File: src/rtl/tsph_pkg.sv
// Shared types and constants for the transport stream packet header parser.
// Used by the result queue and the parser top level; no dependencies.
package tsph_pkg;

    localparam int PACKET_BYTES_DEFAULT = 188;
    localparam int QUEUE_DEPTH_DEFAULT  = 4;

    localparam int INDEX_W   = 8;
    localparam int PCR_W     = 42;
    localparam int PCR_RAW_W = 48;

    localparam logic [INDEX_W-1:0] HEADER_BYTES = 8'd4;
    localparam logic [INDEX_W-1:0] ADAPT_LEN_IDX = 8'd4;
    localparam logic [INDEX_W-1:0] ADAPT_FLAG_IDX = 8'd5;
    localparam logic [INDEX_W-1:0] PCR_FIRST_IDX = 8'd6;
    localparam logic [INDEX_W-1:0] PCR_LAST_IDX = 8'd11;

    localparam int PCR_FLAG_BIT = 4;
    localparam int PCR_SCALE    = 300;

    localparam logic KIND_PAYLOAD = 1'b0;
    localparam logic KIND_SUMMARY = 1'b1;

    localparam logic [1:0] STATUS_OK      = 2'd0;
    localparam logic [1:0] STATUS_OVERRUN = 2'd1;
    localparam logic [1:0] STATUS_SHORT   = 2'd2;

    typedef struct packed {
        logic             result_kind;
        logic [7:0]       payload_byte;
        logic [2:0]       header_flags;
        logic [12:0]      packet_id;
        logic [1:0]       scrambling;
        logic [1:0]       adapt_control;
        logic [3:0]       continuity;
        logic [7:0]       adapt_flags;
        logic [PCR_W-1:0] clock_reference;
        logic [7:0]       payload_length;
        logic [1:0]       status;
    } result_t;

    // Up to two results enter the queue per accepted byte, in order.
    typedef struct packed {
        logic [1:0] count;
        result_t    first;
        result_t    second;
    } push_t;

endpackage

File: src/rtl/ts_packet_header_parser_core.sv
// Transport stream packet header parser: byte-wise header, adaptation and PCR
// unpacking with payload pass-through. Depends on tsph_pkg and tsph_result_queue.
// Latency: results of a byte are written at its accept edge and can be taken
// from the next cycle on. Throughput: one byte per cycle while the queue has room
// for two results, set by the per-byte update of the parse state registers and a
// default four-entry result queue that absorbs bytes yielding two results.
// Reset clears the parse state and empties the queue; there is no clearing pass.
module ts_packet_header_parser_core #(
    parameter int PACKET_BYTES = tsph_pkg::PACKET_BYTES_DEFAULT,
    parameter int QUEUE_DEPTH  = tsph_pkg::QUEUE_DEPTH_DEFAULT
) (
    input  logic                       clk,
    input  logic                       rst_n,
    input  logic                       in_valid,
    output logic                       in_ready,
    input  logic [7:0]                 data_byte,
    input  logic                       packet_start,
    output logic                       out_valid,
    input  logic                       out_ready,
    output logic                       result_kind,
    output logic [7:0]                 payload_byte,
    output logic [2:0]                 header_flags,
    output logic [12:0]                packet_id,
    output logic [1:0]                 scrambling,
    output logic [1:0]                 adapt_control,
    output logic [3:0]                 continuity,
    output logic [7:0]                 adapt_flags,
    output logic [tsph_pkg::PCR_W-1:0] clock_reference,
    output logic [7:0]                 payload_length,
    output logic [1:0]                 status
);

    localparam int IW = tsph_pkg::INDEX_W;
    localparam logic [IW-1:0] LAST_COUNT = IW'(PACKET_BYTES);
    localparam logic [7:0]    MAX_ADAPT  = 8'(PACKET_BYTES - 5);

    // Parse state. Only the low 24 header bits carry fields; the sync byte drops out.
    logic [IW-1:0]                     byte_index_reg, byte_index_next;
    logic                              in_packet_reg, in_packet_next;
    logic [23:0]                       header_reg, header_next;
    logic [7:0]                        adapt_length_reg, adapt_length_next;
    logic [7:0]                        adapt_flag_reg, adapt_flag_next;
    logic [tsph_pkg::PCR_RAW_W-1:0]    pcr_shift_reg, pcr_shift_next;
    logic [7:0]                        payload_count_reg, payload_count_next;
    logic [1:0]                        error_code_reg, error_code_next;
    logic [tsph_pkg::PCR_W-1:0]        pcr_value_reg;

    logic                              accept;
    logic                              active;
    logic                              early_end;
    logic                              emit_payload;
    logic                              emit_end;
    logic                              pcr_valid;
    logic [IW-1:0]                     idx;
    logic [IW-1:0]                     idx_next;
    logic [23:0]                       hw;
    logic [7:0]                        al;
    logic [7:0]                        afr;
    logic [tsph_pkg::PCR_RAW_W-1:0]    ps;
    logic [7:0]                        pc;
    logic [1:0]                        err;
    logic [8:0]                        first_payload;
    tsph_pkg::result_t                 early_item;
    tsph_pkg::result_t                 payload_item;
    tsph_pkg::result_t                 end_item;
    tsph_pkg::push_t                   push;
    tsph_pkg::result_t                 head;
    logic                              room_for_two;

    function automatic tsph_pkg::result_t make_summary(
        input logic [23:0]                h,
        input logic [7:0]                 flags,
        input logic [tsph_pkg::PCR_W-1:0] pcr,
        input logic [7:0]                 count,
        input logic [1:0]                 code
    );
        tsph_pkg::result_t r;
        r.result_kind     = tsph_pkg::KIND_SUMMARY;
        r.payload_byte    = 8'd0;
        r.header_flags    = h[23:21];
        r.packet_id       = h[20:8];
        r.scrambling      = h[7:6];
        r.adapt_control   = h[5:4];
        r.continuity      = h[3:0];
        r.adapt_flags     = (code == tsph_pkg::STATUS_OVERRUN) ? 8'd0 : flags;
        r.clock_reference = pcr;
        r.payload_length  = count;
        r.status          = code;
        return r;
    endfunction

    assign in_ready = room_for_two;
    assign accept   = in_valid & in_ready;

    always_comb
    begin
        active    = in_packet_reg | packet_start;
        early_end = packet_start & in_packet_reg & (byte_index_reg < LAST_COUNT);

        // A start byte sees a freshly cleared packet.
        idx = packet_start ? '0 : byte_index_reg;
        hw  = packet_start ? '0 : header_reg;
        al  = packet_start ? '0 : adapt_length_reg;
        afr = packet_start ? '0 : adapt_flag_reg;
        ps  = packet_start ? '0 : pcr_shift_reg;
        pc  = packet_start ? '0 : payload_count_reg;
        err = packet_start ? tsph_pkg::STATUS_OK : error_code_reg;

        header_next        = hw;
        adapt_length_next  = al;
        adapt_flag_next    = afr;
        pcr_shift_next     = ps;
        payload_count_next = pc;
        error_code_next    = err;
        emit_payload       = 1'b0;
        first_payload      = 9'd4;

        if (idx < tsph_pkg::HEADER_BYTES)
        begin
            header_next = {hw[15:0], data_byte};
        end
        else
        begin
            if (hw[5] && idx == tsph_pkg::ADAPT_LEN_IDX)
            begin
                adapt_length_next = data_byte;
                if (data_byte > MAX_ADAPT)
                begin
                    error_code_next = tsph_pkg::STATUS_OVERRUN;
                end
            end
            else if (hw[5] && idx == tsph_pkg::ADAPT_FLAG_IDX && al != 8'd0
                     && err == tsph_pkg::STATUS_OK)
            begin
                adapt_flag_next = data_byte;
            end

            // The PCR bytes are collected even when the field is shorter than them.
            if (hw[5] && err == tsph_pkg::STATUS_OK && al != 8'd0
                && afr[tsph_pkg::PCR_FLAG_BIT]
                && idx >= tsph_pkg::PCR_FIRST_IDX && idx <= tsph_pkg::PCR_LAST_IDX)
            begin
                pcr_shift_next = {ps[tsph_pkg::PCR_RAW_W-9:0], data_byte};
            end

            first_payload = hw[5] ? (9'd5 + {1'b0, adapt_length_next}) : 9'd4;
            if (hw[4] && error_code_next == tsph_pkg::STATUS_OK
                && {1'b0, idx} >= first_payload)
            begin
                emit_payload       = active;
                payload_count_next = pc + 8'd1;
            end
        end

        idx_next = idx + IW'(1);
        emit_end = active & (idx_next >= LAST_COUNT);

        byte_index_next = byte_index_reg;
        in_packet_next  = in_packet_reg;
        if (active)
        begin
            byte_index_next = idx_next;
            in_packet_next  = ~emit_end;
        end

        pcr_valid = (error_code_next == tsph_pkg::STATUS_OK) & hw[5]
                    & (adapt_length_next != 8'd0)
                    & adapt_flag_next[tsph_pkg::PCR_FLAG_BIT];

        early_item = make_summary(header_reg, adapt_flag_reg, '0, payload_count_reg,
                                  tsph_pkg::STATUS_SHORT);
        end_item   = make_summary(header_next, adapt_flag_next,
                                  pcr_valid ? pcr_value_reg : '0,
                                  payload_count_next, error_code_next);

        payload_item              = '0;
        payload_item.result_kind  = tsph_pkg::KIND_PAYLOAD;
        payload_item.payload_byte = data_byte;

        push.count  = accept ? (2'(early_end) + 2'(emit_payload) + 2'(emit_end)) : 2'd0;
        push.first  = early_end ? early_item : (emit_payload ? payload_item : end_item);
        push.second = end_item;
    end

    always_ff @(posedge clk or negedge rst_n)
    begin
        if (!rst_n)
        begin
            byte_index_reg    <= '0;
            in_packet_reg     <= 1'b0;
            header_reg        <= '0;
            adapt_length_reg  <= '0;
            adapt_flag_reg    <= '0;
            pcr_shift_reg     <= '0;
            payload_count_reg <= '0;
            error_code_reg    <= tsph_pkg::STATUS_OK;
        end
        else if (accept && active)
        begin
            byte_index_reg    <= byte_index_next;
            in_packet_reg     <= in_packet_next;
            header_reg        <= header_next;
            adapt_length_reg  <= adapt_length_next;
            adapt_flag_reg    <= adapt_flag_next;
            pcr_shift_reg     <= pcr_shift_next;
            payload_count_reg <= payload_count_next;
            error_code_reg    <= error_code_next;
        end
    end

    // PCR = 300 * base + extension. The raw word settles at byte 11, long before
    // the packet's last byte, so a registered product is always current there.
    always_ff @(posedge clk)
    begin
        pcr_value_reg <= tsph_pkg::PCR_W'({9'd0, pcr_shift_reg[47:15]}
                                          * tsph_pkg::PCR_W'(tsph_pkg::PCR_SCALE))
                         + tsph_pkg::PCR_W'(pcr_shift_reg[8:0]);
    end

    tsph_result_queue #(
        .DEPTH(QUEUE_DEPTH)
    ) u_queue (
        .clk          (clk),
        .rst_n        (rst_n),
        .push         (push),
        .room_for_two (room_for_two),
        .out_valid    (out_valid),
        .out_ready    (out_ready),
        .head         (head)
    );

    assign result_kind     = head.result_kind;
    assign payload_byte    = head.payload_byte;
    assign header_flags    = head.header_flags;
    assign packet_id       = head.packet_id;
    assign scrambling      = head.scrambling;
    assign adapt_control   = head.adapt_control;
    assign continuity      = head.continuity;
    assign adapt_flags     = head.adapt_flags;
    assign clock_reference = head.clock_reference;
    assign payload_length  = head.payload_length;
    assign status          = head.status;

endmodule

File: src/rtl/tsph_result_queue.sv
// Small flip-flop queue holding parser results until the output side takes them.
// Accepts up to two entries per cycle; depends on tsph_pkg.
module tsph_result_queue #(
    parameter int DEPTH = tsph_pkg::QUEUE_DEPTH_DEFAULT
) (
    input  logic              clk,
    input  logic              rst_n,
    input  tsph_pkg::push_t   push,
    output logic              room_for_two,
    output logic              out_valid,
    input  logic              out_ready,
    output tsph_pkg::result_t head
);

    // DEPTH must be a power of two so that the pointers wrap on their own.
    localparam int PTR_W = $clog2(DEPTH);
    localparam int CNT_W = $clog2(DEPTH + 1);

    tsph_pkg::result_t entry_reg [DEPTH];
    logic [PTR_W-1:0]  rd_ptr_reg, rd_ptr_next;
    logic [PTR_W-1:0]  wr_ptr_reg, wr_ptr_next;
    logic [CNT_W-1:0]  count_reg, count_next;
    logic              pop;
    logic [CNT_W-1:0]  count_after_pop;

    assign out_valid = (count_reg != '0);
    assign head      = entry_reg[rd_ptr_reg];
    assign pop       = out_valid & out_ready;

    // A slot freed by this cycle's pop is usable by this cycle's push.
    assign count_after_pop = count_reg - CNT_W'(pop);
    assign room_for_two    = (count_after_pop <= CNT_W'(DEPTH - 2));

    always_comb
    begin
        rd_ptr_next = rd_ptr_reg + PTR_W'(pop);
        wr_ptr_next = wr_ptr_reg + PTR_W'(push.count);
        count_next  = count_after_pop + CNT_W'(push.count);
    end

    always_ff @(posedge clk or negedge rst_n)
    begin
        if (!rst_n)
        begin
            rd_ptr_reg <= '0;
            wr_ptr_reg <= '0;
            count_reg  <= '0;
        end
        else
        begin
            rd_ptr_reg <= rd_ptr_next;
            wr_ptr_reg <= wr_ptr_next;
            count_reg  <= count_next;
        end
    end

    always_ff @(posedge clk)
    begin
        if (push.count != 2'd0)
        begin
            entry_reg[wr_ptr_reg] <= push.first;
        end
        if (push.count == 2'd2)
        begin
            entry_reg[wr_ptr_reg + PTR_W'(1)] <= push.second;
        end
    end

endmodule
File: config.mk
export PLATFORM = sky130hd
export DESIGN_NAME = ts_packet_header_parser_core
export DESIGN_NICKNAME = d
export VERILOG_FILES = /design/src/rtl/tsph_pkg.sv /design/src/rtl/ts_packet_header_parser_core.sv /design/src/rtl/tsph_result_queue.sv
export SDC_FILE = /design/constraint.sdc
export NUM_CORES = 1
export LEC_CHECK = 0
export CORE_MARGIN = 8
export CORE_UTILIZATION = 58
export DETAILED_ROUTE_END_ITERATION = 16
export DONT_BUFFER_PORTS = 1
export PLACE_DENSITY_LB_ADDON = 0.2
export SLEW_MARGIN = 15
export SYNTH_ARGS = -nofsm -noshare
export SYNTH_HDL_FRONTEND = slang
export SYNTH_SLANG_ARGS = --single-unit
File: constraint.sdc
create_clock -name clk -period 6.24 [get_ports clk]
set_input_delay 0.312 -clock clk [delete_from_list [all_inputs] [get_ports clk]]
set_output_delay 0.312 -clock clk [all_outputs]
set_load 0.05 [all_outputs]
==> run_results.csv, run 1 <==
group,metric,value,unit
sta,rsz0062_at_grt,"false",
sta,timing.fmax,176,MHz
global_route,grt_pass1_wl,117000,um
floorplan,die_y,240,um
finish,finish.utilization,63.7,%
outcome,run_status,"complete, no violations",
drt,drtAntennaViolNets,0,
flow_run,drv_cap,0,
sta,final-max-slew-violation-count,0,
global_route,grt_max_degree,115,
sta,worst_hold_slack,0.0317,ns
worst_setup_path,critPathRequiredTime,6.46,ns
drt,drc,0,
yosys,yosysTopAreaCellShare,34.7,%
sta,min_period,5.69,ns
finish,drive_gt1_share,12.1,%
yosys,async_reset_ff_share,21.6,%
global_route,grt_usage,25.8,%
drt,firstDrtPassIters,6,
global_route,antenna_found_initial,4,
drt,vias,20000,
floorplan,die_area,57500,um2
yosys,synth.avg_cell_area,11.6,um2
drt,drt_iter0_markers,1939,
yosys,yosysWarnings,0,
clock_network,h-tree-depth,2,
yosys,synth_top_cell_by_area,"edfxtp_1",
yosys,syn-num-nets,2706,
floorplan,start_util,58.4,%
clock_network,cts-root-buf,"clkbuf_16",
yosys,ys_top_cells_by_area,"edfxtp_1, dfrtp_1, mux4_2",
min_path,min_path_type,"input pin to register",
global_route,grt.overflow.total,0,
yosys,synthFlopType,"edfxtp_1",
worst_setup_path,crit_family,"simple AND/OR/NAND/NOR gates",
sta,relSlewSlack,32.7,%
yosys,synthCells,2496,
place,place_congestion,0.911,
yosys,synth_seq_area_share,49.9,%
global_route,grt_pass1_vias,20400,
worst_setup_path,crit_fanout,44,
clock_network,clockBufferDepth,3,
worst_setup_path,critPathMostFrequentCell,"inv_1",
worst_setup_path,worstSetupPathType,"register to register",
worst_setup_path,critical_path_buf_inv_count,6,
floorplan,core-area,49800,um2
drt,wire_per_inst,23.4,um
place,numPortBuffers,0,
worst_setup_path,critPathArrivalTime,5.91,ns
finish,n_fill_cell,3752,
sta,finalClockSkew,0.0123,ns
clock_network,post-cts-setup-buffers,0,
sta,layout_worst_path_cycle_share,91.2,%
sta,setup_viol,0,
floorplan,core.rowCount,82,
yosys,synth_edf_count,336,
place,dp.cells,3050,
sta,tightest_slew,1.01,ns
worst_setup_path,path_cells,"nor4_4, and4_1, nor3b_1, a21oi_1, inv_1, ha_1, inv_1, a211oi_2, nand2_1, xor2_1, nand2_1, ha_1, o21ai_0, nor2_1, o21ai_0, nor3_1, nand4_2, inv_1, fa_1, nor4b_1, buf_4, nor2_1, clkinvlp_4, buf_4",
yosys,synthTopCellsByCount,"edfxtp_1, nor2_1, inv_1",
clock_network,cts.clk_slew.worst_paths,0.06,ns
floorplan,io_pins,108,
finish,area_growth,9.11,%
worst_setup_path,cpPeakStageDelay,0.58,ns
finish,final_cells,3162,
clock_network,numCtsBuffers,53,
finish,final_net_count,2654,
yosys,syn-cell-area,29000,um2
yosys,ys_seq_elements,528,
sta,timing_hold_violations_final,0,
yosys,synth_cell_types,90,
yosys,synth.most_common_cell,"edfxtp_1",
floorplan,die_width,240,um
sta,setup_tns,0,ns
worst_setup_path,worst_path_max_delay_cell,"buf_4",
clock_network,cts_tree,"done",
worst_setup_path,cp-start-kind,"register",
worst_setup_path,critPathCaptureType,"register",
clock_network,numClockSinks,528,
drt,wl,73900,um
finish,largest_reg_flops,372,
place,hpwl,47600,um
drt,viasPerCell,6.32,
clock_network,insertion_delay,0.59,ns
==> per-layer routing <==
metal	wire [um]	vias to the layer above	global-route usage [%]
met5	11	-	0
met4	2090	2	8.25
met3	5330	154	4.04
met2	36100	797	42.8
met1	30400	9971	34.9
li1	-	9073	-
==> cells in the final DEF (no fill, tap or decap), types with 19 or more instances in the layout <==
cell type    n
a21o_1      19
a21oi_1     78
a22o_1     142
a22oi_1     57
a32o_1      45
buf_4       44
clkbuf_16   57
dfrtp_1    112
dfxtp_1     78
edfxtp_1   336
fa_1        60
ha_1       137
inv_1      187
mux4_2      93
nand2_1    179
nand3_1     36
nand4_1     20
nor2_1     267
nor2b_1     23
nor3_1      24
o21ai_0     96
o22ai_1     28
xnor2_1     42
xor2_1      36
==> metrics by stage <==
stage / setup WS, ns / cell area [um2]
2_1_floorplan: 0.0121 / 29100
3_3_place_gp: 0.404 / 29800
3_5_place_dp: 0.293 / 29800
4_1_cts: 0.313 / 31700
5_1_grt: 0.0575 / 31700
6_report: 0.546 / 31700
==> cells by family after synthesis <==
group | Yosys count | share of synthesized area, %
and+or+nand+nor | 666 | 10.7
buffers and inverters | 362 | 4.92
adders and majority gates | 197 | 10.0
xor gates and xnor gates | 78 | 2.35
muxes | 114 | 7.97
AOI/OAI and AO/OA | 551 | 14.1
DFF | 528 | 49.9
==> final timing paths <==
kind	end	slack [ns]	depth (start not counted)	startpoint
max	u_queue.entry_reg[0][51]$_DFFE_PP_	0.55	24	byte_index_reg[4]$_DFFE_PN0P_
min in group asynchronous	u_queue.rd_ptr_reg[0]$_DFF_PN0_	0.31	2	rst_n
max in group asynchronous	pcr_shift_reg[39]$_DFFE_PN0P_	5.38	2	rst_n
max reg2reg	u_queue.entry_reg[0][51]$_DFFE_PP_	0.55	24	byte_index_reg[4]$_DFFE_PN0P_
min reg2reg	pcr_value_reg[1]$_DFF_P_	0.41	0	pcr_shift_reg[1]$_DFFE_PN0P_
min	header_reg[5]$_DFFE_PN0P_	0.03	2	data_byte[5]
==> final cells by class <==
type	instances	area (um2)	share of cell area, %
Tap cell	672	841	2.65
Timing Repair Buffer	64	656	2.07
Clock buffer	86	1660	5.25
Inverter	191	732	2.31
Clock inverter	14	93.8	0.296
Antenna cell	1	2.50	0.00790
Sequential cell	528	14500	45.8
Multi-Input combinational cell	1606	13200	41.6
==> timing repair <==
action | 4_1_cts | 5_1_grt
hold buffers | 11 | 0
hold endpoints to repair | 266 | 0
gates resized for setup | 0 | 2
endpoints found under the setup margin | 0 | 26
Power of run 1 is left out: the tool's default activity adds up to more than one toggle a clock period on the data nets, which glitch-free logic cannot reach.
==> inputs of run 2 (changes only) <==
--- a/config.mk
+++ b/config.mk
@@ -7,5 +7,6 @@
 export LEC_CHECK = 0
 export CORE_MARGIN = 8
-export CORE_UTILIZATION = 58
+export CORE_UTILIZATION = 60
+export CTS_BUF_LIST = sky130_fd_sc_hd__clkbuf_2
 export DETAILED_ROUTE_END_ITERATION = 16
 export DONT_BUFFER_PORTS = 1
==> constraint.sdc (replaced) <==
create_clock -name clk -period 5.55 [get_ports clk]
set_input_delay 0 -clock clk [delete_from_list [all_inputs] [get_ports clk]]
set_output_delay 0 -clock clk [all_outputs]
set_load 0.05 [all_outputs]
==> run_results.csv, run 2 (synthesis gave the netlist of run 1 again) <==
group,metric,value,unit
outcome,run_status,"complete, no violations",
drt,drc,0,
drt,wl,77200,um
global_route,grt_usage,27.2,%
floorplan,die_area,55700,um2
place,place_congestion,0.878,
global_route,grt.overflow.total,0,
floorplan,die_y,236,um
finish,final_common_cell,"edfxtp_1",
sta,final-max-slew-violation-count,0,
sta,finalClockSkew,0.107,ns
drt,drtAntennaViolNets,0,
clock_network,numClockSinks,528,
floorplan,io_pins,108,
place,hpwl,48000,um
global_route,grt_pass1_vias,21400,
finish,n_fill_cell,3585,
worst_setup_path,critPathRequiredTime,6.67,ns
worst_setup_path,cp-start-kind,"register",
clock_network,insertion_delay,1.26,ns
finish,multiInputGateArea,13400,um2
clock_network,numCtsBuffers,135,
finish,regArea,14500,um2
floorplan,core.rowCount,80,
sta,min_period,5.36,ns
clock_network,cts.clk_slew.worst_paths,0.10,ns
finish,drive_gt1_share,19.9,%
drt,viasPerCell,6.31,
worst_setup_path,critPathArrivalTime,6.48,ns
clock_network,cts-root-buf,"clkbuf_2",
sta,timing.fmax,187,MHz
clock_network,clockBufferDepth,3,
global_route,grt_max_degree,115,
min_path,min_path_type,"input pin to register",
worst_setup_path,r2r_slack,0.19,ns
global_route,antenna_found_initial,1,
drt,drt_iter0_markers,1876,
sta,relSlewSlack,31.5,%
finish,mostFrequentLayoutCells,"edfxtp_1, nor2_1, clkbuf_2, inv_1, nand2_1",
drt,firstDrtPassIters,5,
floorplan,die_width,236,um
finish,largest_reg_flops,372,
place,numPortBuffers,0,
finish,final_net_count,2838,
sta,worst_hold_slack,0.179,ns
sta,layout_worst_path_cycle_share,96.5,%
flow_run,drv_cap,0,
sta,tightest_slew,1.03,ns
clock_network,h-tree-depth,4,
global_route,grt_pass1_wl,120000,um
place,place_area,30200,um2
floorplan,core-area,47700,um2
finish,area_growth,11.8,%
worst_setup_path,critPathCaptureType,"register",
drt,wire_per_inst,23.0,um
finish,stdcell_area,32500,um2
floorplan,start_util,60.8,%
sta,timing_hold_violations_final,0,
worst_setup_path,crit_fanout,8,
clock_network,cts_tree,"done",
drt,vias,21200,
worst_setup_path,worstSetupPathType,"register to register",
sta,setup_viol,0,
==> run 2: cell count changes in the layout (fill, tap and decap cells not counted), moves of 7 or more <==
cell           delta
buf_4            +60
bufinv_16         +7
clkbuf_1         -13
clkbuf_16        -54
clkbuf_2        +208
clkbuf_8         -11
clkinv_1         +24
dlygate4sd3_1    +29
ha_1              -7
inv_2             +7
==> run 2: layer usage <==
metal  vias to the layer above  global-route usage, %  share of wire [%]
li1                       9548                      -                  -
met1                     10500                   36.3                 41
met2                       933                   44.6                 49
met3                       152                   5.18                7.6
met4                         0                   9.27                2.7
met5                         -                      0                  0
==> run 2: critical path, cell delays in order, from the launching register on <==
cell      delay (ns)
dfrtp_2         0.47
ha_1            0.31
ha_1            0.29
fa_1            0.49
inv_1           0.05
fa_1            0.48
inv_1           0.04
ha_1            0.39
a21oi_1         0.29
o21ai_1         0.14
a21o_1          0.27
a22oi_4         0.27
and4b_1         0.28
o211ai_1        0.15
or4_4           0.58
nor4b_4         0.26
buf_4           0.18
nand4_1         0.11
xnor2_1         0.20
==> run 2: cell type report <==
type                            instances  area share [%]
Sequential cell                       528            44.7
Multi-Input combinational cell       1607            41.3
Clock buffer                          208            3.21
Antenna cell                            1         0.00771
Inverter                              191            2.25
Tap cell                              615            2.37
Clock inverter                         40            1.06
Timing Repair Buffer                  165            5.06
==> run 2: per-stage QoR <==
step	utilization, %	setup WS, ns	cells	setup TNS (ns)
floorplan	-	-0.313	2496	-85.23
global placement	63.2	0.0139	3047	0
detailed placement	63.2	-0.153	3047	-2.85
CTS	67.2	0.000394	3338	0
global route	68.0	-0.0254	3355	-0.333
finish	68.0	0.193	3355	0
==> run 2: repair_timing <==
item,CTS,global route
endpoints found under the hold margin,724,0
cloned,0,4
setup buffers,0,12
hold buffers,43,0
pin swaps,0,10
gates resized for setup,5,45
endpoints found under the setup margin,27,582
==> run 2: final timing paths <==
check	cells past startpoint	start	end
max in group asynchronous	5	rst_n	header_reg[10]$_DFFE_PN0P_
hold / removal	4	out_ready	u_queue.rd_ptr_reg[0]$_DFF_PN0_
setup reg to reg	18	pcr_shift_reg[25]$_DFFE_PN0P_	pcr_value_reg[37]$_DFF_P_
hold reg to reg	0	pcr_shift_reg[0]$_DFFE_PN0P_	pcr_value_reg[0]$_DFF_P_
setup / recovery	18	pcr_shift_reg[25]$_DFFE_PN0P_	pcr_value_reg[37]$_DFF_P_
min in group asynchronous	5	rst_n	error_code_reg[0]$_DFFE_PN0P_
Power of run 2 is left out for the same reason.
==> inputs of run 3 (changes only) <==
SYNTH_HIERARCHICAL = 1   (was default)
==> run_results.csv, run 3 <==
group,metric,value,unit
sta,relSlewSlack,31.8,%
worst_setup_path,reg2reg_from,"byte_index_reg[7]$_DFFE_PN0P_",
drt,wire_per_inst,23.7,um
clock_network,cts_tree,"done",
worst_setup_path,r2r.worst_path.cells,23,
clock_network,numCtsBuffers,139,
worst_setup_path,cp.depth,23,
outcome,run_status,"complete, no violations",
yosys,syn-cell-area,32100,um2
worst_setup_path,crit_family,"simple AND/OR/NAND/NOR gates",
place,dp.cells,3227,
worst_setup_path,critPathRequiredTime,6.53,ns
power_and_ir_drop,irDropWorstVdd,0.223,mV
finish,stdcell_area,35400,um2
yosys,synthTopCellsByCount,"edfxtp_1, mux2_2, nand2_1",
yosys,synth.most_common_cell,"edfxtp_1",
sta,worst_hold_slack,0.269,ns
worst_setup_path,critPathArrivalTime,6.34,ns
drt,drc,0,
yosys,synthCells,2573,
place,hpwl,52100,um
drt,vias,21800,
yosys,synth_mux_area_share,20.7,%
min_path,hold_depth,10,
finish,area_growth,10.3,%
finish,final_cells,3546,
drt,firstDrtPassIters,5,
floorplan,core.rowCount,84,
yosys,synthAdderAreaFrac,9.08,%
place,numPortBuffers,0,
global_route,grt_max_degree,115,
floorplan,die_width,247,um
flow_run,drv_cap,0,
sta,final-max-slew-violation-count,0,
place,place_area,33300,um2
global_route,grt_pass1_vias,22300,
finish,final_net_count,2951,
yosys,ys_seq_elements,528,
worst_setup_path,critPathCaptureType,"register",
yosys,synth_edf_count,372,
yosys,yosysWarnings,6,
worst_setup_path,path_cells,"nor4_4, nor2_2, nor2_4, buf_4, mux2_2, o21ai_1, xor2_1, nand2_1, o211ai_1, ha_2, o21ai_0, nand2b_1, o2111a_1, o41ai_4, nor3_4, inv_2, fa_1, nor2_4, buf_4, nor4b_4, buf_6, buf_16, mux2_2",
finish,final_common_cell,"edfxtp_1",
sta,finalClockSkew,0.0772,ns
finish,largest_reg_flops,372,
global_route,grt.overflow.total,0,
power_and_ir_drop,p_per_area,360,nW/um2
floorplan,die_area,61200,um2
yosys,synth_cell_types,96,
floorplan,io_pins,108,
worst_setup_path,critical_path_buf_inv_count,5,
yosys,synth.avg_cell_area,12.5,um2
drt,viasPerCell,6.15,
min_path,hold_path_startpoint,"data_byte[5]",
drt,drtAntennaViolNets,0,
clock_network,numClockSinks,528,
drt,drt_iter0_markers,1818,
yosys,synth-xor-area-share,2.24,%
finish,mostFrequentLayoutCells,"edfxtp_1, mux2_2, nand2_1, clkbuf_2, inv_1",
clock_network,cts-root-buf,"clkbuf_2",
clock_network,clockBufferDepth,3,
sta,setup_viol,0,
worst_setup_path,crit_fanout,36,
global_route,grt_pass1_wl,126000,um
global_route,grt_usage,26.6,%
floorplan,core-area,52800,um2
sta,setup_tns,0,ns
place,dpl_worst_slack,0.229,ns
yosys,synth_compound_area_share,7.15,%
power_and_ir_drop,total_leakage_power,15.0,nW
clock_network,h-tree-depth,4,
yosys,synth_top_cell_by_area,"edfxtp_1",
sta,timing.fmax,187,MHz
yosys,async_reset_ff_share,21.6,%
sta,finalWorstSetupSlack,0.189,ns
yosys,synthFlopType,"edfxtp_1",
drt,wl,84000,um
min_path,min_path_type,"input pin to register",
sta,layout_worst_path_cycle_share,96.6,%
floorplan,start_util,60.9,%
worst_setup_path,cp-start-kind,"register",
global_route,antenna_found_initial,5,
sta,timing_hold_violations_final,0,
clock_network,insertion_delay,1.29,ns
worst_setup_path,worst_path_max_delay_cell,"fa_1",
worst_setup_path,cpPeakStageDelay,0.59,ns
yosys,synth_seq_area_share,46.3,%
place,place_congestion,0.894,
finish,drive_gt1_share,28.4,%
yosys,yosysTopAreaCellShare,34.8,%
worst_setup_path,startpoint,"byte_index_reg[7]$_DFFE_PN0P_",
yosys,ys_top_cells_by_area,"edfxtp_1, mux2_2, dfrtp_1",
floorplan,die_y,247,um
clock_network,cts.clk_slew.worst_paths,0.09,ns
sta,min_period,5.36,ns
yosys,synthSimpleGateAreaFrac,9.79,%
worst_setup_path,worstSetupPathType,"register to register",
yosys,synth_top_family_by_area,"multiplexers",
sta,tightest_slew,1.02,ns
[run 3: routing by layer]
| layer | GRT usage, % | part of all wire, % | vias to the layer above |
|---|---|---|---|
| met3 | 6.70 | 9.1 | 119 |
| met1 | 36.2 | 43 | 10900 |
| met2 | 42.2 | 46 | 891 |
| met5 | 0 | 0 | - |
| li1 | - | - | 9867 |
| met4 | 8.08 | 1.9 | 0 |
[run 3: layout make-up]
cell class                 count  area, um2
clock inverter                49        309
clock buffer                 206       1030
sequential                   528      14900
timing repair buffer         140       1580
antenna                        3       7.51
tap                          688        861
multi-input combinational   1743      16000
inverter                     189        709
fill                        3923      17300
[run 3: worst min-delay path, delay by kind of cell]
family / cells / cell delay (ns)
AO/OA/AOI/OAI: 3 / 0.31
XOR/XNOR: 2 / 0.28
buffers and inverters: 1 / 0.14
adder cells (fa/ha/maj): 1 / 0.21
AND/OR/NAND/NOR: 3 / 0.55
[run 3: report_power, final]
part,switching [mW],internal [mW]
sequential,0.435,4.76
clock,1.66,1.19
combinational,3.25,1.46
[run 3: cell families (layout without fill, tap and decap cells)]
| logic type | count (synthesis) | in the layout |
|---|---|---|
| other | 2 | 39 |
| flip-flops | 528 | 528 |
| adder cells (fa/ha/maj) | 197 | 197 |
| AO/OA/AOI/OAI | 338 | 338 |
| AND/OR/NAND/NOR | 589 | 590 |
| XOR/XNOR | 82 | 82 |
| multiplexers | 500 | 500 |
| buffers and inverters | 337 | 584 |
[run 3: timing repair]
action,4_1_cts,5_1_grt
setup buffers,0,10
hold endpoints to repair,972,0
resized for setup,0,25
endpoints found under the setup margin,0,272
hold buffers,43,0
[run 3: metrics by stage]
step	total power [mW]	utilization, %
floorplan	8.88	-
global placement	9.77	63.1
detailed placement	9.87	63.1
CTS	12.8	66.5
global route	13.3	67.1
finish	12.8	67.1
[run 3: worst paths after layout]
check / slack (ns) / end
setup / recovery: 0.19 / u_queue/entry_reg[1][2]$_DFFE_PP_
hold / removal: 0.27 / payload_count_reg[3]$_DFFE_PN0P_
setup reg to reg: 0.19 / u_queue/entry_reg[1][2]$_DFFE_PP_
hold reg to reg: 0.44 / pcr_value_reg[1]$_DFF_P_
max in group asynchronous: 4.42 / u_queue/rd_ptr_reg[1]$_DFF_PN0_
min in group asynchronous: 0.49 / pcr_shift_reg[29]$_DFFE_PN0P_
Power figures use the tool's default switching activity.
